--- src/ecgrp_pkg.sv ---
// Shared types and constants for the ECG R-peak candidate detector.
package ecgrp_pkg;

   // Widths of the fields on the ports
   localparam int unsigned VALUE_BITS = 16;
   localparam int unsigned TIME_BITS = 16;
   localparam int unsigned CSR_INDEX_BITS = 2;
   localparam int unsigned CSR_DATA_BITS = 16;

   // Samples keep only this many low bits (8 to 16)
   localparam int unsigned SAMPLE_BITS = 16;

   // Window depth and the position of its middle
   localparam int unsigned WIN_LEN = 5;
   localparam int unsigned WIN_MID = 2;

   // Reset values
   localparam logic [TIME_BITS-1:0] TIME_RESET = 16'd65534;
   localparam logic [CSR_DATA_BITS-1:0] MIN_GAP_RESET = 16'd55;
   localparam logic [CSR_DATA_BITS-1:0] MIN_INTENSITY_RESET = 16'd100;

   // Register indexes on the configuration port
   localparam logic [CSR_INDEX_BITS-1:0] CSR_MIN_GAP = 2'd0;
   localparam logic [CSR_INDEX_BITS-1:0] CSR_MIN_INTENSITY = 2'd1;

   // Operation codes of an input word
   typedef enum logic {
      OP_SAMPLE    = 1'b0,
      OP_LOAD_TIME = 1'b1
   } op_type;

   typedef logic [SAMPLE_BITS-1:0] sample_type;

   // One result word
   typedef struct packed {
      logic                  peak_found;
      logic [VALUE_BITS-1:0] peak_value;
      logic [TIME_BITS-1:0]  time_since_peak;
   } rsp_type;

endpackage

--- src/ecgrp_window.sv ---
// Sample window, held left neighbor, time counter and peak decision.
module ecgrp_window (
   input  logic                                  clock,
   input  logic                                  reset,
   input  logic                                  accept,
   input  ecgrp_pkg::op_type                     op,
   input  logic [ecgrp_pkg::VALUE_BITS-1:0]      value,
   input  logic [ecgrp_pkg::CSR_DATA_BITS-1:0]   min_gap,
   input  logic [ecgrp_pkg::CSR_DATA_BITS-1:0]   min_intensity,
   output ecgrp_pkg::rsp_type                    result
);

   ecgrp_pkg::sample_type                   window_ff [ecgrp_pkg::WIN_LEN];
   ecgrp_pkg::sample_type                   window_in [ecgrp_pkg::WIN_LEN];
   ecgrp_pkg::sample_type                   left_ff;
   ecgrp_pkg::sample_type                   left_in;
   logic [ecgrp_pkg::TIME_BITS-1:0]         time_ff;
   logic [ecgrp_pkg::TIME_BITS-1:0]         time_in;
   ecgrp_pkg::sample_type                   sample;
   ecgrp_pkg::sample_type                   mid;
   logic                                    keep;
   logic                                    found;

   // Mask the sample, load or advance the counter and decide whether to keep the sample
   always_comb begin
      sample = value[ecgrp_pkg::SAMPLE_BITS-1:0];
      if (op == ecgrp_pkg::OP_LOAD_TIME) begin
         time_in = value;
      end else begin
         time_in = time_ff + 1'b1;
      end
      keep = (op == ecgrp_pkg::OP_SAMPLE) && (time_in > min_gap) &&
             ({{(ecgrp_pkg::CSR_DATA_BITS-ecgrp_pkg::SAMPLE_BITS){1'b0}}, sample}
              >= min_intensity);
   end

   // Shift the window and test the new middle
   always_comb begin
      for (int i = 0; i < ecgrp_pkg::WIN_LEN - 1; i++) begin
         window_in[i] = keep ? window_ff[i+1] : window_ff[i];
      end
      window_in[ecgrp_pkg::WIN_LEN-1] = keep ? sample : window_ff[ecgrp_pkg::WIN_LEN-1];
      mid = window_in[ecgrp_pkg::WIN_MID];
      left_in = left_ff;
      if (keep && (window_in[ecgrp_pkg::WIN_MID-1] != mid)) begin
         left_in = window_in[ecgrp_pkg::WIN_MID-1];
      end
      found = keep &&
              (window_in[ecgrp_pkg::WIN_MID+2] < mid) &&
              (window_in[ecgrp_pkg::WIN_MID+1] < mid) &&
              (window_in[ecgrp_pkg::WIN_MID-1] <= mid) &&
              (window_in[ecgrp_pkg::WIN_MID-2] <= mid) &&
              (left_in < mid);
   end

   // Form the result word for the item being taken
   always_comb begin
      result.peak_found = found;
      result.peak_value = {{(ecgrp_pkg::VALUE_BITS-ecgrp_pkg::SAMPLE_BITS){1'b0}}, mid};
      result.time_since_peak = time_in;
   end

   // Update state on each accepted word
   always_ff @(posedge clock) begin
      if (reset) begin
         for (int i = 0; i < ecgrp_pkg::WIN_LEN; i++) begin
            window_ff[i] <= '0;
         end
         left_ff <= '0;
         time_ff <= ecgrp_pkg::TIME_RESET;
      end else if (accept) begin
         for (int i = 0; i < ecgrp_pkg::WIN_LEN; i++) begin
            window_ff[i] <= window_in[i];
         end
         left_ff <= left_in;
         time_ff <= time_in;
      end
   end

endmodule

--- src/ecgrp_out_buf.sv ---
// Two-entry result buffer: output register plus skid register.
module ecgrp_out_buf (
   input  logic                clock,
   input  logic                reset,
   input  logic                in_valid,
   output logic                in_stall,
   input  ecgrp_pkg::rsp_type  in_word,
   output logic                out_valid,
   input  logic                out_stall,
   output ecgrp_pkg::rsp_type  out_word
);

   logic               main_valid_ff;
   logic               main_valid_in;
   logic               skid_valid_ff;
   logic               skid_valid_in;
   ecgrp_pkg::rsp_type main_ff;
   ecgrp_pkg::rsp_type main_in;
   ecgrp_pkg::rsp_type skid_ff;
   ecgrp_pkg::rsp_type skid_in;
   logic               push;
   logic               pop;

   assign in_stall  = skid_valid_ff;
   assign out_valid = main_valid_ff;
   assign out_word  = main_ff;
   assign push      = in_valid && !skid_valid_ff;
   assign pop       = main_valid_ff && !out_stall;

   // Advance the output register from the skid or the input
   always_comb begin
      main_valid_in = main_valid_ff;
      skid_valid_in = skid_valid_ff;
      main_in = main_ff;
      skid_in = skid_ff;
      if (pop) begin
         if (skid_valid_ff) begin
            main_in = skid_ff;
            skid_valid_in = 1'b0;
         end else begin
            main_valid_in = push;
            main_in = in_word;
         end
      end else if (push) begin
         if (!main_valid_ff) begin
            main_valid_in = 1'b1;
            main_in = in_word;
         end else begin
            skid_valid_in = 1'b1;
            skid_in = in_word;
         end
      end
   end

   // Hold control under reset, payload without
   always_ff @(posedge clock) begin
      if (reset) begin
         main_valid_ff <= 1'b0;
         skid_valid_ff <= 1'b0;
      end else begin
         main_valid_ff <= main_valid_in;
         skid_valid_ff <= skid_valid_in;
      end
   end

   always_ff @(posedge clock) begin
      main_ff <= main_in;
      skid_ff <= skid_in;
   end

endmodule

--- src/ecg_r_peak_candidate_detector.sv ---
// Top level of the ECG R-peak candidate detector.
//
//   channel  direction  handshake            payload
//   req      in         req_valid/req_stall  req_op, req_value
//   rsp      out        rsp_valid/rsp_stall  rsp_peak_found, rsp_peak_value,
//                                            rsp_time_since_peak
//   csr      in         csr_valid/csr_ready  csr_index, csr_wdata
//
// One word per cycle while req_stall is low: the window, counter and peak test
// update in the cycle a word is taken, and its result is registered in the output
// register or, while that is held, the skid register. A two-entry output buffer
// (output plus skid register) sets the stall: req_stall rises only when both
// entries hold untaken results. Reset is synchronous; it clears the window, the
// counter (to 65534) and registers to defaults. csr writes are taken in every cycle.
module ecg_r_peak_candidate_detector (
   input  logic                                  clock,
   input  logic                                  reset,
   input  logic                                  req_valid,
   output logic                                  req_stall,
   input  logic                                  req_op,
   input  logic [ecgrp_pkg::VALUE_BITS-1:0]      req_value,
   output logic                                  rsp_valid,
   input  logic                                  rsp_stall,
   output logic                                  rsp_peak_found,
   output logic [ecgrp_pkg::VALUE_BITS-1:0]      rsp_peak_value,
   output logic [ecgrp_pkg::TIME_BITS-1:0]       rsp_time_since_peak,
   input  logic                                  csr_valid,
   output logic                                  csr_ready,
   input  logic [ecgrp_pkg::CSR_INDEX_BITS-1:0]  csr_index,
   input  logic [ecgrp_pkg::CSR_DATA_BITS-1:0]   csr_wdata
);

   logic [ecgrp_pkg::CSR_DATA_BITS-1:0] min_gap_ff;
   logic [ecgrp_pkg::CSR_DATA_BITS-1:0] min_intensity_ff;
   logic                                accept;
   ecgrp_pkg::op_type                   op;
   ecgrp_pkg::rsp_type                  step_word;
   ecgrp_pkg::rsp_type                  out_word;

   assign csr_ready = 1'b1;
   assign accept    = req_valid && !req_stall;
   assign op        = ecgrp_pkg::op_type'(req_op);

   // Write configuration registers
   always_ff @(posedge clock) begin
      if (reset) begin
         min_gap_ff <= ecgrp_pkg::MIN_GAP_RESET;
         min_intensity_ff <= ecgrp_pkg::MIN_INTENSITY_RESET;
      end else if (csr_valid && csr_ready) begin
         case (csr_index)
            ecgrp_pkg::CSR_MIN_GAP: begin
               min_gap_ff <= csr_wdata;
            end
            ecgrp_pkg::CSR_MIN_INTENSITY: begin
               min_intensity_ff <= csr_wdata;
            end
            default: begin
            end
         endcase
      end
   end

   // Window state and peak test
   ecgrp_window u_window (
      .clock         (clock),
      .reset         (reset),
      .accept        (accept),
      .op            (op),
      .value         (req_value),
      .min_gap       (min_gap_ff),
      .min_intensity (min_intensity_ff),
      .result        (step_word)
   );

   // Result register with skid
   ecgrp_out_buf u_out_buf (
      .clock     (clock),
      .reset     (reset),
      .in_valid  (req_valid),
      .in_stall  (req_stall),
      .in_word   (step_word),
      .out_valid (rsp_valid),
      .out_stall (rsp_stall),
      .out_word  (out_word)
   );

   assign rsp_peak_found      = out_word.peak_found;
   assign rsp_peak_value      = out_word.peak_value;
   assign rsp_time_since_peak = out_word.time_since_peak;

endmodule
--- config.mk ---
export PLATFORM = sky130hd
export DESIGN_NAME = ecg_r_peak_candidate_detector
export DESIGN_NICKNAME = d
export VERILOG_FILES = /design/src/ecgrp_pkg.sv /design/src/ecgrp_window.sv /design/src/ecgrp_out_buf.sv /design/src/ecg_r_peak_candidate_detector.sv
export SDC_FILE = /design/constraint.sdc
export NUM_CORES = 1
export LEC_CHECK = 0
export ABC_AREA = 1
export ABC_CLOCK_PERIOD_IN_PS = 7600
export BUFFER_PORTS_ARGS = -buffer_cell sky130_fd_sc_hd__clkbuf_2
export CAP_MARGIN = 20
export CELL_PAD_IN_SITES_DETAIL_PLACEMENT = 1
export CELL_PAD_IN_SITES_GLOBAL_PLACEMENT = 2
export CORE_MARGIN = 2
export CORE_UTILIZATION = 38
export CTS_CLUSTER_SIZE = 40
export DETAILED_ROUTE_END_ITERATION = 10
export PLACE_DENSITY = 0.88
export SYNTH_ARGS = -nofsm -noshare
export SYNTH_HDL_FRONTEND = slang
export SYNTH_SLANG_ARGS = --single-unit
--- constraint.sdc ---
create_clock -name clock -period 7.6 [get_ports clock]
set_input_delay 0.38 -clock clock [delete_from_list [all_inputs] [get_ports clock]]
set_output_delay 0.38 -clock clock [all_outputs]
set_load 0.1 [all_outputs]
---- Yosys cells after proc, flatten, opt, wreduce, memory -nomap -nowiden ----
Memory sizes are Yosys's and may differ from the RTL's.
Index checks and enable logic that the tools add are counted.
operators by class
  add/subtract/negate cells ............... 1
  $mul .................................... 0
  div/mod/pow operators ................... 0
  $lt $le $gt $ge ......................... 7
  equal/unequal tests ..................... 4
  shift-type cells ........................ 0
  mux-type cells .......................... 24
  bitwise operators ....................... 7
  reductions and logical operators ........ 21
operators by type and width
  operator                                             number
  2-to-1 mux 16 bit                                    12
  2-to-1 mux 33 bit                                    4
  less-than comparator 16 bit                          3
  <= comparator 16 bit                                 2
  adder 16 x 1 -> 16 bit, second input constant        1
  >= comparator 16 bit                                 1
  > comparator 16 bit                                  1
  != test 16 bit                                       1
  logical AND 1 bit                                    10
  AND reduction 2 bit                                  5
  2-to-1 mux 1 bit                                     8
  OR 1 bit                                             5
  != test 2 bit, second input constant                 2
  AND reduction 3 bit                                  1
  equality test 2 x 1 -> 1 bit, second input constant  1
  logical NOT 1 bit                                    2
  logical NOT 2 bit                                    1
  inverter 1 bit                                       2
  nonzero test 2 bit                                   1
  OR reduction 2 bit                                   1
storage, ports and cells
  bits in registers ....................... 132
  bits in latches ......................... 0
  memory bits (writable) .................. 80
  ROM bits ................................ 0
  bits of input ports ..................... 40
  output and inout port bits .............. 36
  word-level logic and storage cells ...... 77
  memories ................................ 1
memories
  memory              depth  width  read ports  clocked after memory_dff  wr ports  line                text
  u_window.window_ff  5      16     5           0                         5         ecgrp_window.sv:13  ecgrp_pkg::sample_type window_ff [ecgrp_pkg::WIN_LEN];

---- Logic depth before layout (Yosys ltp) ----
  word-level depth ........................ 15
  gate-level depth with buffers ........... 51
  mapped depth without buffers ............ 47

---- Cells and area by module ----
Synthesis repeated with hierarchy kept, for this count alone.
unflattened totals
  cells, all modules ...................... 1485
  area total of the unflattened synthesis .. 12370.6 sq um
modules (own cells, without submodules)
  module                         instances  cells each  area each (sq um)
  ecgrp_window                   1          1102        8463.1
  ecgrp_out_buf                  1          187         2557.5
  ecg_r_peak_candidate_detector  1          196         1350.0

---- Worst setup path before layout ----
Ideal clock, no wire load.
  kind .................................... flip-flop to flip-flop
  start ................................... register u_window.time_ff[0] (netlist name)
  end ..................................... register u_out_buf.main_ff (netlist bit u_out_buf.out_word[32]) (data pin)
  data arrival time ....................... 6088 ps
  data required time ...................... 7459 ps
  setup slack ............................. 1371 ps
  stages on the path, launching flop included .. 49
  buffers on the path ..................... 4
  clock period less this slack ............ 6229 ps
  cell sequence ........................... dfxtp_1 ha_1 nand2_1 nor2_1 inv_1 nor2_1 inv_1 nor3_1 inv_1 nor4_2 nand2_1 xor2_1 nand2_1 o21ai_0 inv_1 ha_1 nand2_1 nor2_2 [13 not listed] nor3_1 nor3b_1 nor2_1 inv_2 clkbuf_1 o21ai_1 ha_1 nand2_1 inv_1 nand3_1 inv_1 a221oi_1 nand4_1 nor2_1 nand2_1 nor2_1 nand2_1 a21oi_2
RTL lines
  element                 line                 text
  from (decl)             ecgrp_window.sv:17   logic [ecgrp_pkg::TIME_BITS-1:0] time_ff;
  from (signal assigned)  ecgrp_window.sv:70   time_ff <= ecgrp_pkg::TIME_RESET;
  from (signal assigned)  ecgrp_window.sv:76   time_ff <= time_in;
  to (signal assigned)    ecgrp_out_buf.sv:67  main_ff <= main_in;
  to (decl)               ecgrp_out_buf.sv:17  ecgrp_pkg::rsp_type main_ff;

==> impl.org <==
** Critical path
- The critical path is of the reg2reg type.
- Across all register-to-register paths, the minimum setup slack is 730 ps.
- Timing startpoint of the critical path :: u_window.time_ff[0]
- In this design, the stage delay of the slowest critical-path cell is 390 ps.
- At the worst endpoint, the required time is 7990 ps.
- Counting both buffers and inverters, the worst setup path holds a total of 10.
- By instance count, the cell type seen most on the critical path is sky130_fd_sc_hd__nand2_1.
- Kind of end point of the critical path :: register
- In this design, the largest share of critical-path delay is due to simple AND/OR/NAND/NOR gates.
- STA classifies the critical path startpoint as a register.
- In this run the critical register-to-register path is launched from u_window.time_ff[0].
- Cell at the slowest stage of the critical path :: sky130_fd_sc_hd__dfxtp_1
- Arrival @ worst endpoint :: 7260 ps
- Along the worst path, the maximum fanout reaches 22.

** Power
- For this design the ratio of total power to cell area is 266 nW/um^2.
- Power Internal :: 2360 uW
- The share of total power dissipated in sequential elements is 38.2%.
- In this run the power spent charging and discharging nets is 1280 uW.
- Leakage :: 0.00627 uW
- Portion of total power attributed to the clock network :: 33.0%
- Net switching fraction of the power :: 35.1%
- Share of power burned in combinational logic :: 28.8%
- IR analysis of the VDD net gives a maximum drop of 0.000157 V.

** Placement
- RD Place Congestion :: 0.813
- Buffers placed on the I/O ports in this run total 74.
- Detailed placement ended at an HPWL of 25.0 mm.

** Hold path
- In this run the most critical hold path is launched from reset.
- The worst hold path belongs to the class in2reg.

** STA
- The routed design could run at a clock period as short as 6870 ps.
- Normalized max-slew margin :: 34.8%
- Least-Margin Pin Slew :: 976 ps
- Fin Setup TNS :: 0 ps
- Setup violations remaining at the end of the flow were counted as 0.
- The max-slew violation count came to 0.
- Final number of hold-violating endpoints :: 0
- Top achievable clock speed :: 0.146 GHz
- Crit share post-route :: 90.3%
- Setup repair after global routing left no endpoint under its margin.
- Setup Skew :: 14.1 ps

** Yosys
- Of the synthesized area, sequential elements account for 48.1%.
- Cells after Synth :: 1370
- Syn Nets :: 1520
- During synthesis, Yosys emitted a total of 0 warnings.
- Total standard cell area after synthesis :: 11900 um^2
- The number of different library cells used by synthesis comes to 49.
- Post-synthesis sequential element count :: 212
- Post-synthesis average cell area :: 8.66 um^2

** Routing
- The highest metal layer carrying signal wires in the routed design is met4.
- Summed over all nets, wire length on met2 after detailed routing comes to 16.1 mm.
- The first detailed-routing pass ran for 5 iterations.
- For this run, design rule violations remaining after detail routing come to 0.
- DRC marker count from the first detailed-route iteration :: 443
- Sum of met3 wire segment lengths after detailed routing :: 1.31 mm
- Summed over all layers, the routed wires come to 34.2 mm.
- For this block, wires on met1 add up to 16.2 mm.
- The count of nets left with antenna violations once routing finished came out at 0.
- After detailed routing, the number of vias per cell comes to 5.07.
- Avg WL per Cell :: 18.3 um
- Total number of vias :: 9474

** Die
- 76 I/O pins were placed.
- Placement Rows :: 64
- The die covers 32700 um^2.
- After floorplanning, the core was sized to cover 30700 um^2.
- Once the floorplan was initialized, standard cells occupied 38.7% of the core.
- Die X-Extent :: 181 um
- The die is 181 um tall.

** Global route
- Entering global routing, the biggest net connects 84 pins.
- Wire length of the first global-routing pass :: 53.9 mm
- Global routing finished with a remaining overflow of 0.
- Number of antenna violations at the first check in global routing :: 2
- The number of global-route vias before repair is 9848.
- Tot GR Track Use :: 20.7%

** Clocking
- CTS sink count :: 212
- # H-tree levels :: 1
- Num CTS Buffers :: 26
- After clock tree synthesis, the clock-pin slew on the worst setup and hold paths is 60 ps.
- Latest clock arrival within the worst-skew pair :: 540 ps
- TritonCTS built the clock tree.
- The clock passes through at most 3 buffers.
- The tree is rooted in a sky130_fd_sc_hd__clkbuf_16.

** Finish
- Number of antenna diodes :: 0
- Number of nets in the final layout :: 1604
- In the final layout, the share of cells above drive strength 1 is 14.7%.
- Fin util :: 44.7%
- Relative to the synthesized area, the layout overhead comes to 15.5%.

** Outcome
- The run finished with clean final reports.

** Run
- Number of max-capacitance violations reported :: 0
-- placed cells by master (no fill, tap or decap), types with 3 or more instances in the layout --
cell | netlist | layout
sky130_fd_sc_hd__nand2_1 | 252 | 252
sky130_fd_sc_hd__inv_1 | 227 | 225
sky130_fd_sc_hd__edfxtp_1 | 146 | 146
sky130_fd_sc_hd__nor2_1 | 130 | 130
sky130_fd_sc_hd__ha_1 | 110 | 110
sky130_fd_sc_hd__o21ai_0 | 80 | 78
sky130_fd_sc_hd__clkbuf_2 | 1 | 74
sky130_fd_sc_hd__a21oi_1 | 70 | 69
sky130_fd_sc_hd__dfxtp_1 | 66 | 66
sky130_fd_sc_hd__o21ai_1 | 60 | 61
sky130_fd_sc_hd__buf_4 | 5 | 28
sky130_fd_sc_hd__clkbuf_16 | 0 | 26
sky130_fd_sc_hd__or2_2 | 24 | 24
sky130_fd_sc_hd__nand3_1 | 22 | 22
sky130_fd_sc_hd__o21ai_2 | 22 | 20
sky130_fd_sc_hd__a22o_1 | 12 | 12
sky130_fd_sc_hd__nand4_1 | 10 | 10
sky130_fd_sc_hd__inv_2 | 11 | 10
sky130_fd_sc_hd__o22ai_1 | 10 | 10
sky130_fd_sc_hd__nor3_1 | 11 | 8
sky130_fd_sc_hd__o211ai_1 | 8 | 8
sky130_fd_sc_hd__clkbuf_1 | 34 | 7
sky130_fd_sc_hd__clkinv_1 | 1 | 6
sky130_fd_sc_hd__a22oi_1 | 5 | 5
sky130_fd_sc_hd__xor2_1 | 4 | 4
sky130_fd_sc_hd__a31oi_1 | 4 | 4
sky130_fd_sc_hd__clkinv_2 | 0 | 4
sky130_fd_sc_hd__a211oi_1 | 4 | 4
sky130_fd_sc_hd__clkbuf_8 | 0 | 4
sky130_fd_sc_hd__nor3_2 | 0 | 3
sky130_fd_sc_hd__a21o_1 | 3 | 3
sky130_fd_sc_hd__a21oi_2 | 2 | 3
sky130_fd_sc_hd__o21ai_4 | 0 | 3
-- cell families (layout without fill, tap and decap cells) --
logic type	count (synthesis)	count (layout)	share of synthesized area, %
simple gates	461	461	16.1
fa+ha+maj	110	110	11.6
compound gates	292	292	14.4
flops	212	212	48.1
xor+xnor	4	4	0.295
other cells	1	1	0.0316
buf+inv	290	394	9.55
-- per-layer routing --
metal	vias to the layer above	track usage, %
met5	-	0
met4	0	4.42
met3	43	2.58
met2	147	34.4
met1	4569	29.0
li1	4715	-
-- path summary, 6_finish.rpt --
path	cells after the start	end
hold / removal	2	u_out_buf.in_stall
setup reg to reg	47	u_out_buf.out_word[32]
setup / recovery	47	u_out_buf.out_word[32]
hold reg to reg	2	min_intensity_ff[4]
-- cell usage after synthesis (all sizes together) --
library cell / instances / area, um^2
a2111oi: 1 / 8.76
a211oi: 4 / 30.0
a21o: 3 / 22.5
a21oi: 72 / 368
a221oi: 2 / 17.5
a22o: 12 / 105
a22oi: 5 / 37.5
a311oi: 1 / 8.76
a31oi: 4 / 25.0
buf: 16 / 104
clkbuf: 35 / 133
clkinv: 1 / 3.75
conb: 1 / 3.75
dfxtp: 66 / 1320
edfxtp: 146 / 4380
ha: 110 / 1380
inv: 238 / 893
nand2: 253 / 952
nand3: 25 / 140
nand3b: 2 / 15.0
nand4: 10 / 62.6
nor2: 131 / 494
nor3: 11 / 55.1
nor3b: 1 / 7.51
nor4: 3 / 25.0
o2111ai: 1 / 8.76
o211a: 1 / 10.0
o211ai: 8 / 60.1
o21a: 1 / 7.51
o21ai: 162 / 893
o21bai: 2 / 15.0
o221ai: 2 / 17.5
o22ai: 10 / 62.6
o31ai: 1 / 7.51
or2: 24 / 150
or3: 1 / 6.26
xor2: 4 / 35.0
-- registers in the layout (all words and copies together), names as in the netlist --
signal,count
u_window.window_ff,80
min_gap_ff,16
u_window.left_ff,16
u_out_buf.out_word,33
u_out_buf.out_valid,1
u_out_buf.in_stall,1
u_window.time_ff,16
u_out_buf.skid_ff,33
min_intensity_ff,16
-- metrics by stage --
| step | hold WS [ps] | worst slack [ps] | instance area, um^2 | total power [uW] | cells |
|---|---|---|---|---|---|
| after detailed placement | 456 | 390 | 12700 | 2450 | 1816 |
| after global routing | 71.2 | 51.8 | 13700 | 3850 | 1870 |
| after CTS | 53.7 | 338 | 13600 | 3660 | 1864 |
| after global placement | 446 | 793 | 12700 | 2400 | 1816 |
| final | 63.7 | 735 | 13700 | 3640 | 1870 |
| after floorplan | 433 | 1370 | 11900 | 2150 | 1370 |
-- power groups by stage --
stage	Sequential (uW)	Clock, uW	Combinational [uW]
6_report	1390	1200	1050
5_1_grt	1400	1280	1180
4_1_cts	1390	1230	1040
3_5_place_dp	1420	0	1030
3_3_place_gp	1410	0	994
2_1_floorplan	1580	0	570
-- timing repair --
action,4_1_cts,5_1_grt
hold buffers,0,0
endpoints found under the setup margin,0,2
endpoints found under the hold margin,0,0
buffers inserted,0,3
gates resized for setup,0,17
-- final cells by class --
class | count | area [um^2]
timing repair inverter | 1 | 8.76
inverter | 239 | 925
fill | 3659 | 17000
tap | 396 | 495
timing repair buffer | 106 | 659
sequential | 212 | 5710
clock buffer | 37 | 732
clock inverter | 11 | 88.8
multi-input combinational | 868 | 5090
(Power assumes the default switching activity.)
